File: src/hdl/skr_pkg.sv
// ----------------------------------------------------------------------------
// skr_pkg
// Shared types, widths and helpers for the sparse Khatri-Rao join core.
// ----------------------------------------------------------------------------
package skr_pkg;

  localparam int IDX_BITS      = 16;
  localparam int VAL_BITS      = 32;
  localparam int DIM_BITS      = 17;
  localparam int OUT_IDX_BITS  = 32;
  localparam int B_ENTRIES_DEF = 64;

  // configuration register indexes
  localparam logic REG_DIM_MODE0 = 1'b0;
  localparam logic REG_DIM_MODE1 = 1'b1;

  // input op codes
  localparam logic OP_LOAD    = 1'b0;
  localparam logic OP_PRESENT = 1'b1;

  // one stored B nonzero
  typedef struct packed {
    logic [IDX_BITS-1:0]        m0;
    logic [IDX_BITS-1:0]        m1;
    logic [IDX_BITS-1:0]        sh;
    logic signed [VAL_BITS-1:0] val;
  } entry_t;

  // per-step status of the scan, handed from the cell row to the join unit
  typedef struct packed {
    logic hit;  // head entry is stored and matches the shared index
    logic fin;  // flush slot after the last entry
  } tap_t;

  // arithmetic shift of a Q16.16 product back to Q16.16, saturated to 32 bits
  function automatic logic signed [VAL_BITS-1:0] q16_sat(input logic signed [63:0] p);
    logic signed [63:0] s;
    logic signed [VAL_BITS-1:0] r;
    s = p >>> 16;
    if (s > 64'sh0000_0000_7FFF_FFFF) begin
      r = 32'sh7FFF_FFFF;
    end else if (s < -64'sh0000_0000_8000_0000) begin
      r = 32'sh8000_0000;
    end else begin
      r = s[VAL_BITS-1:0];
    end
    return r;
  endfunction

endpackage

File: src/hdl/skr_cell.sv
// ----------------------------------------------------------------------------
// skr_cell
// One slot of the B entry ring: loads a new entry or takes its neighbor's.
// ----------------------------------------------------------------------------
module skr_cell (
  input  logic            clk,
  input  logic            load,
  input  logic            shift,
  input  skr_pkg::entry_t load_in,
  input  skr_pkg::entry_t shift_in,
  output skr_pkg::entry_t entry
);

  // load wins; otherwise rotate one place toward the head, or hold
  always_ff @(posedge clk) begin
    if (load) begin
      entry <= load_in;
    end else if (shift) begin
      entry <= shift_in;
    end
  end

endmodule

File: config.mk
export PLATFORM = sky130hd
export DESIGN_NAME = skr_cell
export DESIGN_NICKNAME = d
export VERILOG_FILES = /design/src/hdl/skr_pkg.sv /design/src/hdl/skr_cell.sv
export SDC_FILE = /design/constraint.sdc
export NUM_CORES = 1
export LEC_CHECK = 0
export ABC_AREA = 1
export BUFFER_PORTS_ARGS = -buffer_cell sky130_fd_sc_hd__buf_4
export CAP_MARGIN = 40
export CORE_ASPECT_RATIO = 0.9
export CORE_UTILIZATION = 25
export CTS_CLUSTER_SIZE = 30
export DETAILED_ROUTE_END_ITERATION = 12
export GPL_TIMING_DRIVEN = 0
export HOLD_SLACK_MARGIN = 0.12
export PLACE_DENSITY = 0.53
export SKIP_CTS_REPAIR_TIMING = 1
export SYNTH_ARGS = -nofsm -noshare
export SYNTH_HDL_FRONTEND = slang
export SYNTH_SLANG_ARGS = --single-unit
File: constraint.sdc
create_clock -name clk -period 2.45 [get_ports clk]
set_clock_uncertainty 0.1 [all_clocks]
set_input_delay 0.3675 -clock clk [delete_from_list [all_inputs] [get_ports clk]]
set_output_delay 0.3675 -clock clk [all_outputs]
set_load 0.02 [all_outputs]
# ---- Word level (Yosys, flattened, before mapping)
# Cells that the tools add are included.
dict set report op_classes {
  n_mux 2
  n_reduce_logical 1
}
# op n
set op_table {}
lappend op_table {{$mux 80} 2}
lappend op_table {{$reduce_bool 2->1} 1}
dict set report totals {
  register_bits 80
  input_bits 163
  out_inout_bits 80
  elab_cells 7
}

# ---- Longest topological paths before layout
dict set report depth {
  ltp_word 2
  depth_mapped 5
  mapped_depth_nobuf 3
}

# ---- Least setup slack after synthesis
# No wires, ideal clock.
dict set report synth_timing {
  kind {input port to flip-flop}
  start {input port load}
  end {register entry[0] in the netlist's numbering (enable)}
  setup_ns 0.404
  arrival_time_ns 1.510
  required_ns 1.946
  path_slack_ns 0.436
  stages 2
  path_buffers 1
  cell_sequence {buf_6 or2_2}
}
dict set report synth_via {
  elab_chain_len 1
}
# item line
set synth_rtl {}
lappend synth_rtl {{from (decl)} skr_cell.sv:7} ;# input logic load,
lappend synth_rtl {{$reduce_bool 2->1 (no source line)} n/a}
lappend synth_rtl {{to (signal assigned)} skr_cell.sv:17} ;# entry <= load_in;
lappend synth_rtl {{to (signal assigned)} skr_cell.sv:19} ;# entry <= shift_in;
lappend synth_rtl {{to (decl)} skr_cell.sv:11} ;# output skr_pkg::entry_t entry
# Every way passes these cells.
# A chain may end at the register's enable or synchronous reset.

# ---- Worst setup path after layout
dict set report layout_timing {
  start {input port load}
  end {register entry[57] in the netlist's numbering (enable)}
}
# The elaborated chain is that of the path after synthesis.

==> flow_metrics.env <==
export IMPL_power_density_nw_per_um2=695.1
export IMPL_pin_count=243
export IMPL_synth_seq_area_share_pct=69.44
export IMPL_avgSynthCellArea_um2=10.21
export IMPL_track_usage_pct=14.64
export IMPL_rsz0062_at_grt="no"
export IMPL_wl_per_cell_um=13.41
export IMPL_final_cell_mix="buf_4, nand2_1, edfxtp_1"
export IMPL_clkSinkCount=80
export IMPL_cpPeakStageDelay_ns=0.53
export IMPL_root_buffer="clkbuf_16"
export IMPL_grt_pass1_vias=3040
export IMPL_grt_start_max_net_pins=43
export IMPL_final_common_cell="buf_4"
export IMPL_worstPathCellList="buf_6 -> or2_4 -> buf_12"
export IMPL_yosysWarnings=0
export IMPL_fin_util_pct=43.53
export IMPL_cp_max_fo=42
export IMPL_vias=3145
export IMPL_power_leakage_nw=2.955
export IMPL_cts_tree="built"
export IMPL_gp_congestion=0.7619
export IMPL_remaining_drc_errors=0
export IMPL_largestRegisters="entry (80)"
export IMPL_numCtsBuffers=9
export IMPL_largest_reg_flops=80
export IMPL_start_util_pct=25.79
export IMPL_vias_per_cell=4.111
export IMPL_drive_gt1_share_pct=46.23
export IMPL_critPathArrivalTime_ns=1.39
export IMPL_p_int_w=0.003079
export IMPL_ys_seq_elements=80
export IMPL_core_um2=13410
export IMPL_drv_slew=0
export IMPL_status="completed"
export IMPL_top_register="entry"
export IMPL_start_kind="input port"
export IMPL_synth_top_area_cell="edfxtp_1"
export IMPL_crit_path_end_kind="register"
export IMPL_swShare_pct=24.13
export IMPL_clock_fmax_ghz=0.6854
export IMPL_drt_wl_total_um=10260
export IMPL_grt_pass1_wl_um=15800
export IMPL_dieArea_um2=14310
export IMPL_synth_nets=502
export IMPL_period_needed_ns=1.459
export IMPL_synthCells=339
export IMPL_power_net_switching_w=0.0009790
export IMPL_synth_area_top_cells="edfxtp_1, nand2_1, buf_6"
export IMPL_die_w_um=126
export IMPL_num_nets_final=755
export IMPL_post_dp_hpwl_um=8024
export IMPL_num_antenna_cells=0
export IMPL_max_clock_path_buffers=2
export IMPL_synth_distinct_cells=6
export IMPL_critPathKind="in2reg"
export IMPL_vdd_drop_max_mv=0.4484
export IMPL_relSlewSlack_pct=58.88
export IMPL_syn_area_um2=3460
export IMPL_overflow=0
export IMPL_finalSetupViolCount=0
export IMPL_drtIter0Drc=130
export IMPL_grt_antenna_before_repair=0
export IMPL_area_growth_pct=68.75
export IMPL_fillers=1347
export IMPL_drtPass1Iterations=4
export IMPL_portBuffers=241
export IMPL_period_share_pct=59.55
export IMPL_max_cap_violations=0
export IMPL_seqPwrFrac_pct=42.5
export IMPL_cts_reportedPaths_clkPinSlew_ns=0.06
export IMPL_required_ns=2.38
export IMPL_clockPowerShare_pct=37.1
export IMPL_synth_top_area_share_pct=69.44
export IMPL_hold_path_class="in2reg"
export IMPL_die_y_um=113.6
export IMPL_instances_no_fill=765
export IMPL_placed_cells=749
export IMPL_finalPower_w=0.004058
export IMPL_finalHoldViolations=0
export IMPL_worst_pin_slew_ns=0.6168
export IMPL_num_rows=40
export IMPL_cts_htree_levels=3
export IMPL_tns_ns=0
export IMPL_pwr_share_comb_pct=20.4
export IMPL_ant_nets=0
export IMPL_slowest_stage="or2_4"
[logic make-up (layout without fill, tap and decap cells)]
| group | after synthesis | in the layout | share of synthesized area, % |
|---|---|---|---|
| buffers and inverters | 18 | 276 | 4.340 |
| DFF | 80 | 80 | 69.44 |
| and+or+nand+nor | 241 | 241 | 26.22 |
[layout make-up]
type                    instances  area (um2)  share of cell area [%]
inverters                       1       8.758                  0.1500
clock buffers                  10       229.0                   3.922
flip-flops and latches         80        2402                   41.15
plain buffers                  17       141.4                   2.422
multi-input cells             241       909.6                   15.58
repair buffers                242        1829                   31.33
well taps                     168       210.2                   3.601
clock inverters                 6       107.6                   1.843
[Yosys cell counts]
library cell and number:
buf_6 9, inv_6 1, or2_2 1, edfxtp_1 80, buf_2 8, nand2_1 240
[through the flow]
step	instance area, um2	worst slack [ns]	hold WS [ns]
finish	5838	0.9910	0.1897
global route	5838	0.9014	0.1815
CTS	5838	0.9585	0.1765
detailed placement	5502	0.5858	0.5351
global placement	5479	-0.09717	0.5334
floorplan	3460	0.4358	0.4461
[worst paths after layout]
kind | startpoint | end | slack, ns | cells after the start
worst min-delay path | shift_in[31] | entry[31]$_DFFE_PP_ | 0.19 | 3
worst max-delay path | load | entry[57]$_DFFE_PP_ | 0.99 | 3
[per-layer routing]
metal / up-vias / track usage [%] / part of all wire, %
met5: - / 0 / 0
met4: 0 / 3.614 / 1.1
met3: 12 / 7.411 / 11
met2: 146 / 24.94 / 49
met1: 1393 / 16.27 / 39
li1: 1594 / - / -
[power by group through the flow]
stage / registers [W] / clock network [W] / logic (W)
global placement: 0.00175 / 0 / 0.000832
detailed placement: 0.00176 / 0 / 0.000841
finish: 0.00172 / 0.00151 / 0.000828
global route: 0.00174 / 0.00161 / 0.000894
floorplan: 0.00195 / 0 / 0.000155
CTS: 0.00173 / 0.00155 / 0.000843
[worst max-delay path: cells and delay by family]
family                 cells  cell delay [ns]
buffers and inverters      2             0.44
AND/OR/NAND/NOR            1             0.53
(Power assumes the default switching activity.)
