### src/hdl/skr_pkg.sv
// ----------------------------------------------------------------------------
// skr_pkg
// Shared types, widths and helpers for the sparse Khatri-Rao join core.
// ----------------------------------------------------------------------------
package skr_pkg;

  localparam int IDX_BITS      = 16;
  localparam int VAL_BITS      = 32;
  localparam int DIM_BITS      = 17;
  localparam int OUT_IDX_BITS  = 32;
  localparam int B_ENTRIES_DEF = 64;

  // configuration register indexes
  localparam logic REG_DIM_MODE0 = 1'b0;
  localparam logic REG_DIM_MODE1 = 1'b1;

  // input op codes
  localparam logic OP_LOAD    = 1'b0;
  localparam logic OP_PRESENT = 1'b1;

  // one stored B nonzero
  typedef struct packed {
    logic [IDX_BITS-1:0]        m0;
    logic [IDX_BITS-1:0]        m1;
    logic [IDX_BITS-1:0]        sh;
    logic signed [VAL_BITS-1:0] val;
  } entry_t;

  // per-step status of the scan, handed from the cell row to the join unit
  typedef struct packed {
    logic hit;  // head entry is stored and matches the shared index
    logic fin;  // flush slot after the last entry
  } tap_t;

  // arithmetic shift of a Q16.16 product back to Q16.16, saturated to 32 bits
  function automatic logic signed [VAL_BITS-1:0] q16_sat(input logic signed [63:0] p);
    logic signed [63:0] s;
    logic signed [VAL_BITS-1:0] r;
    s = p >>> 16;
    if (s > 64'sh0000_0000_7FFF_FFFF) begin
      r = 32'sh7FFF_FFFF;
    end else if (s < -64'sh0000_0000_8000_0000) begin
      r = 32'sh8000_0000;
    end else begin
      r = s[VAL_BITS-1:0];
    end
    return r;
  endfunction

endpackage

### src/hdl/skr_join.sv
// ----------------------------------------------------------------------------
// skr_join
// Product pipeline: index and value multiplies, saturation, and a one-deep
// holding register that lets the final match carry the last flag.
// ----------------------------------------------------------------------------
module skr_join (
  input  logic                                    clk,
  input  logic                                    rst,
  input  skr_pkg::tap_t                           tap,
  input  skr_pkg::entry_t                         head,
  input  logic [skr_pkg::IDX_BITS-1:0]            a_m0,
  input  logic [skr_pkg::IDX_BITS-1:0]            a_m1,
  input  logic [skr_pkg::IDX_BITS-1:0]            a_sh,
  input  logic signed [skr_pkg::VAL_BITS-1:0]     a_val,
  input  logic [skr_pkg::DIM_BITS-1:0]            dim0,
  input  logic [skr_pkg::DIM_BITS-1:0]            dim1,
  output logic                                    drained,
  output logic                                    valid,
  output logic [skr_pkg::OUT_IDX_BITS-1:0]        out_idx_mode0,
  output logic [skr_pkg::OUT_IDX_BITS-1:0]        out_idx_mode1,
  output logic [skr_pkg::IDX_BITS-1:0]            out_idx_shared,
  output logic signed [skr_pkg::VAL_BITS-1:0]     out_value,
  output logic                                    last
);

  localparam int PW = skr_pkg::IDX_BITS + skr_pkg::DIM_BITS;

  // stage 1
  skr_pkg::tap_t   tap1;
  skr_pkg::entry_t ent1;
  logic [PW-1:0]   prod0;
  logic [PW-1:0]   prod1;

  // stage 2
  skr_pkg::tap_t                          tap2;
  logic signed [63:0]                     prod_val;
  logic [skr_pkg::OUT_IDX_BITS-1:0]       idx0_2;
  logic [skr_pkg::OUT_IDX_BITS-1:0]       idx1_2;

  // holding register
  logic                                   pend_v;
  logic [skr_pkg::OUT_IDX_BITS-1:0]       pend_idx0;
  logic [skr_pkg::OUT_IDX_BITS-1:0]       pend_idx1;
  logic signed [skr_pkg::VAL_BITS-1:0]    pend_val;
  logic signed [skr_pkg::VAL_BITS-1:0]    sat_val;

  // stage 1: capture the head entry and the A-side index products
  always_ff @(posedge clk) begin
    if (rst) begin
      tap1 <= '0;
    end else begin
      tap1 <= tap;
    end
  end

  always_ff @(posedge clk) begin
    ent1  <= head;
    prod0 <= PW'(a_m0) * PW'(dim0);
    prod1 <= PW'(a_m1) * PW'(dim1);
  end

  // stage 2: value multiply and combined index add
  always_ff @(posedge clk) begin
    if (rst) begin
      tap2 <= '0;
    end else begin
      tap2 <= tap1;
    end
  end

  always_ff @(posedge clk) begin
    prod_val <= 64'(a_val) * 64'(ent1.val);
    idx0_2   <= prod0[skr_pkg::OUT_IDX_BITS-1:0]
                + {{(skr_pkg::OUT_IDX_BITS-skr_pkg::IDX_BITS){1'b0}}, ent1.m0};
    idx1_2   <= prod1[skr_pkg::OUT_IDX_BITS-1:0]
                + {{(skr_pkg::OUT_IDX_BITS-skr_pkg::IDX_BITS){1'b0}}, ent1.m1};
  end

  assign sat_val = skr_pkg::q16_sat(prod_val);
  assign drained = tap2.fin;

  // hold one match back; a newer match releases it, the flush slot ends it
  always_ff @(posedge clk) begin
    if (rst) begin
      pend_v <= 1'b0;
      valid  <= 1'b0;
    end else if (tap2.hit) begin
      valid  <= pend_v;
      pend_v <= 1'b1;
    end else if (tap2.fin) begin
      valid  <= pend_v;
      pend_v <= 1'b0;
    end else begin
      valid <= 1'b0;
    end
  end

  always_ff @(posedge clk) begin
    if (tap2.hit) begin
      pend_idx0 <= idx0_2;
      pend_idx1 <= idx1_2;
      pend_val  <= sat_val;
    end
    if (tap2.hit || tap2.fin) begin
      out_idx_mode0 <= pend_idx0;
      out_idx_mode1 <= pend_idx1;
      out_value     <= pend_val;
      out_idx_shared <= a_sh;
      last          <= tap2.fin;
    end
  end

endmodule

### config.mk
export PLATFORM = sky130hd
export DESIGN_NAME = skr_join
export DESIGN_NICKNAME = d
export VERILOG_FILES = /design/src/hdl/skr_pkg.sv /design/src/hdl/skr_join.sv
export SDC_FILE = /design/constraint.sdc
export NUM_CORES = 2
export LEC_CHECK = 0
export BUFFER_PORTS_ARGS = -buffer_cell sky130_fd_sc_hd__buf_2
export CAP_MARGIN = 5
export CORE_MARGIN = 8
export CORE_UTILIZATION = 40
export CTS_CLUSTER_SIZE = 10
export DETAILED_ROUTE_END_ITERATION = 16
export GPL_TIMING_DRIVEN = 0
export PLACE_DENSITY_LB_ADDON = 0.05
export SETUP_SLACK_MARGIN = 0.02
export SLEW_MARGIN = 20
export SYNTH_ARGS = -nofsm -noshare
export SYNTH_HDL_FRONTEND = slang
export SYNTH_SLANG_ARGS = --single-unit
### constraint.sdc
create_clock -name clk -period 16.3 [get_ports clk]
set_input_delay 1.63 -clock clk [delete_from_list [all_inputs] [get_ports clk]]
set_output_delay 1.63 -clock clk [all_outputs]
set_load 0.01 [all_outputs]
# Word-level counts from Yosys, hierarchy flattened
# Index checks and enable logic that the tools add are counted.
totals:
  output_inout_bits: 115
  n_memories: 0
  ff_bits: 471
  elab_cells: 36
  ram_bits: 0
  romBits: 0
  latch_bits: 0
  in_bits: 198
op_classes:
  bitwise: 0
  n_reduce_logical: 2
  muxes: 5
  n_addsub: 2
  n_eq_ne: 0
  n_lt_le_gt_ge: 2
  shift: 0
  multipliers: 3
  div_mod_pow: 0
ops:
  columns: ["operator", "count"]
  rows:
  - ["$add 32x16->32", 2]
  - ["$mul 16x17->32", 2]
  - ["$mul 32x32->64", 1]
  - ["$gt 48x32->1 const B", 1]
  - ["$lt 48x32->1 const B", 1]
  - ["$mux 32", 1]
  - ["$mux 1", 4]
  - ["$reduce_bool 2->1", 1]
  - ["$logic_or 1x1->1", 1]

# Logic depth before layout (Yosys ltp)
logic_depth:
  ltp_word: 2
  mapped_depth: 29

# Worst setup path after synthesis
# Ideal clock, no wire load.
synth_path:
  path_kind: "input port to flip-flop"
  start: "in a_val[31] in the netlist's numbering"
  end: "reg prod_val[60]"
  t_arrival_ns: 8.867
  stages: 23
  path_buffers: 2
  setup_time_ns: 0.120
  path_slack_ns: 7.313
  t_required_ns: 16.180
  path_cell_list: "clkbuf_1 -> nand2_1 -> inv_1 -> fa_1 -> fa_1 -> fa_1 -> fa_1 -> inv_1 -> fa_1 -> inv_1 -> fa_1 -> inv_1 -> fa_1 -> inv_1 -> fa_1 -> ha_1 -> clkbuf_1 -> inv_1 -> or4_1 -> or3_4 -> a211oi_4 -> nor3_1 -> xnor2_1"
synth_via:
  elab_chain_cells: 1
synth_lines:
  columns: ["item", "line_no", "text"]
  rows:
  - ["start: declaration", "skr_join.sv:14", "input logic signed [skr_pkg::VAL_BITS-1:0] a_val,"]
  - ["$mul 32x32->64", "skr_join.sv:72", "prod_val <= 64'(a_val) * 64'(ent1.val);"]
  - ["end signal: assignment", "skr_join.sv:72", null]
  - ["end: declaration", "skr_join.sv:36", "logic signed [63:0] prod_val;"]
# No other way between the ends.
# A chain may end at the register's enable or synchronous reset.

# Worst setup path in the final report
layout_path:
  start: "in a_val[31] in the netlist's numbering"
  end: "reg prod_val[61]"
# The elaborated chain is that of the path after synthesis.

==> metrics.cfg <==
[outcome]
outcome = complete, no violations

[synth]
yosys.area.top_type_share_pct = 45.0
async_reset_ff_share_pct = 0
synthTopCellsByArea = fa_1 45%, edfxtp_1 9.4%, inv_1 8.1%, ha_1 7.8%, dfxtp_1 7.4%
syn_nets = 8713
synth_common_cells = 1497 x fa_1, 1439 x inv_1, 893 x nand2_1, 721 x and2_1, 414 x ha_1
synth_most_common_cell = fa_1
synthCells = 6604
synth_edf_count = 209
synth_warnings = 0
synth_area_per_cell_sq_um = 10.1
yosysSeqAreaShare_pct = 16.8
ys.flop_type = dfxtp_1
synth_top_cell_by_area = fa_1
ys_ff_latch = 455
yosysUniqueCellTypes = 75
netlist_area_sq_um = 66600

[route]
dr.pass1.iters = 7
wl_microns = 218000
vias_per_cell = 4.96
routedWlPerCell_microns = 23.8
final_antenna_net_count = 0
drtIter0Drc = 2747
drc = 0
vias = 45600

[sta]
slew_viol_final = 0
fmaxAchievable_mhz = 91.8
fin_crit_sh_pct = 66.8
period_needed_ns = 10.89
hold_viol = 0
tightest_slew_ns = 1.21
rsz0062_at_grt = false
relSlewSlack_pct = 19.2
clock-skew-final_ns = 0.0459
tns_ns = 0
setup_violations = 0

[placed_design]
dp_hpwl_microns = 186000
globalplace.congestion = 0.994
numPortBuffers = 281

[floorplanning]
die_w_microns = 424
row_count = 149
boundaryPins = 313
start_util_pct = 40.3
dieArea_sq_um = 180000
fp.dieH_microns = 424
core_area_sq_um = 165000

[layout]
area_delta_synth_final_pct = 9.27
final_net_count = 9059
fill_cells = 16400
drive_above_1_share_pct = 5.60

[global_routing]
grt_pass1_wl_microns = 333000
antenna_found_initial = 22
grt_usage_pct = 24.8
grt_max_degree = 42
gr-total-overflow = 0
grt_pass1_vias = 50800

[clocking]
cts_sinks = 455
cts_setup_buffers = 0
insertion_delay_ns = 0.70
cts_root_buf = clkbuf_16
clk_path_buf_depth = 3
ctsResizeCount = 0
cts_tree = yes
cts-hold-fix-buffers = 0
path_clk_slew_ns = 0.07
cts_made_buffers = 56
h-tree-depth = 2

[worst_setup_path]
worstSetupPathType = in2reg
crit_slowest_cell = fa_1
crit_path_frequent_cell = fa_1
start_kind = input port
crit_arrival_ns = 11.50
cp_max_fo = 11
path_delay_family = adder cells
max_stage_delay_ns = 1.11
end_kind = register
critPathBufInv = 7
worstPathRequired_ns = 16.91

[worst_hold_path]
worstHoldPathType = reg2reg

[run]
maxCapViolCount = 0

==> final timing paths <==
check	endpoint	depth (start not counted)	slack (ns)	start
max	prod_val[61]	25	5.41	a_val[31]
min	pend_idx0[15]	0	0.39	idx0_2[15]
max reg2reg	prod_val[61]	26	6.24	ent1[5]
min reg2reg	pend_idx0[15]	0	0.39	idx0_2[15]
==> kinds of logic (layout without fill, tap and decap cells) <==
group           count (synthesis)  count (layout)  share of synthesized area [%]
flops                         455             455                           16.8
buf+inv                      1739            2132                           9.80
fa+ha+maj                    1911            1911                           52.8
mux                             2               2                         0.0301
simple gates                 1932            1932                           14.4
other cells                     0               8                              0
xor+xnor                      161             161                           2.12
compound gates                404             404                           4.06
==> per-layer routing <==
| layer | vias up | track usage, % | part of all wire, % |
|---|---|---|---|
| met4 | 2 | 7.43 | 3.5 |
| li1 | 20300 | - | - |
| met3 | 256 | 3.97 | 5.4 |
| met5 | - | 0 | 0.0060 |
| met2 | 1085 | 41.9 | 48 |
| met1 | 23900 | 32.9 | 43 |
==> cell usage in the layout, fill, tap and decap left out, types with 9 or more instances in the layout <==
| cell | n |
|---|---|
| a31oi_1 | 13 |
| and3_1 | 20 |
| inv_1 | 1439 |
| clkbuf_1 | 325 |
| nand3_1 | 41 |
| fa_1 | 1496 |
| nand4_1 | 32 |
| nor3_1 | 33 |
| nor2_1 | 86 |
| o21bai_1 | 9 |
| a21oi_1 | 116 |
| nor2b_1 | 21 |
| edfxtp_1 | 209 |
| and2_1 | 721 |
| xnor2_1 | 117 |
| o21ai_0 | 67 |
| xor2_1 | 44 |
| a21o_1 | 95 |
| ha_1 | 414 |
| a211oi_1 | 11 |
| buf_2 | 281 |
| o21a_1 | 12 |
| nand2b_1 | 28 |
| clkbuf_16 | 57 |
| nand2_1 | 893 |
| dfxtp_1 | 245 |
==> layout make-up <==
| cell class | count | area [sq um] | share of cell area, % |
|---|---|---|---|
| Antenna cell | 8 | 20.0 | 0.0275 |
| Tap cell | 2189 | 2740 | 3.76 |
| Timing Repair Buffer | 288 | 1560 | 2.14 |
| Inverter | 1440 | 5410 | 7.42 |
| Buffer | 299 | 1120 | 1.54 |
| Sequential cell | 455 | 11200 | 15.4 |
| Clock inverter | 10 | 173 | 0.237 |
| Multi-Input combinational cell | 4410 | 48900 | 67.2 |
| Clock buffer | 95 | 1650 | 2.27 |
==> metrics by stage <==
step           hold slack, ns  cells  utilization (%)  area, sq um  setup WS, ns
6_report                0.391   9194             44.1        72800          5.41
4_1_cts                 0.387   9186             44.1        72800          5.55
2_1_floorplan           0.386   6604                -        66600          7.31
3_3_place_gp            0.386   9074             42.8        70800          4.67
3_5_place_dp            0.389   9081             43.0        71000          4.82
5_1_grt                 0.397   9189             44.1        72800          5.15
==> flip-flops by register name (all words and copies together), names as in the netlist, 16 cells and up <==
signal,flops
ent1,64
prod_val,48
idx0_2,32
idx1_2,32
out_idx_mode0,32
out_idx_mode1,32
out_value,32
pend_idx0,32
pend_idx1,32
pend_val,32
prod0,32
prod1,32
out_idx_shared,16
==> worst register-to-register path: stages, from the launching register on <==
cell and delay (ns):
dfxtp_1 0.45, clkbuf_1 0.83, nand2_1 0.33, inv_1 0.17, fa_1 0.40, inv_1 0.25
fa_1 0.46, inv_1 0.23, fa_1 0.49, fa_1 1.01, inv_1 0.54, fa_1 0.62
inv_1 0.06, fa_1 0.54, inv_1 0.06, fa_1 0.49, inv_1 0.06, fa_1 0.47
ha_1 0.37, a21o_1 0.20, a21oi_1 0.12, o21ai_0 0.12, a21o_1 0.21, a41oi_1 0.60
a211oi_4 0.17, or4_1 0.53, nand3_1 0.18
Power is not shown: default switching activity piles up to over one toggle a cycle in this logic, so the estimate is an artifact.
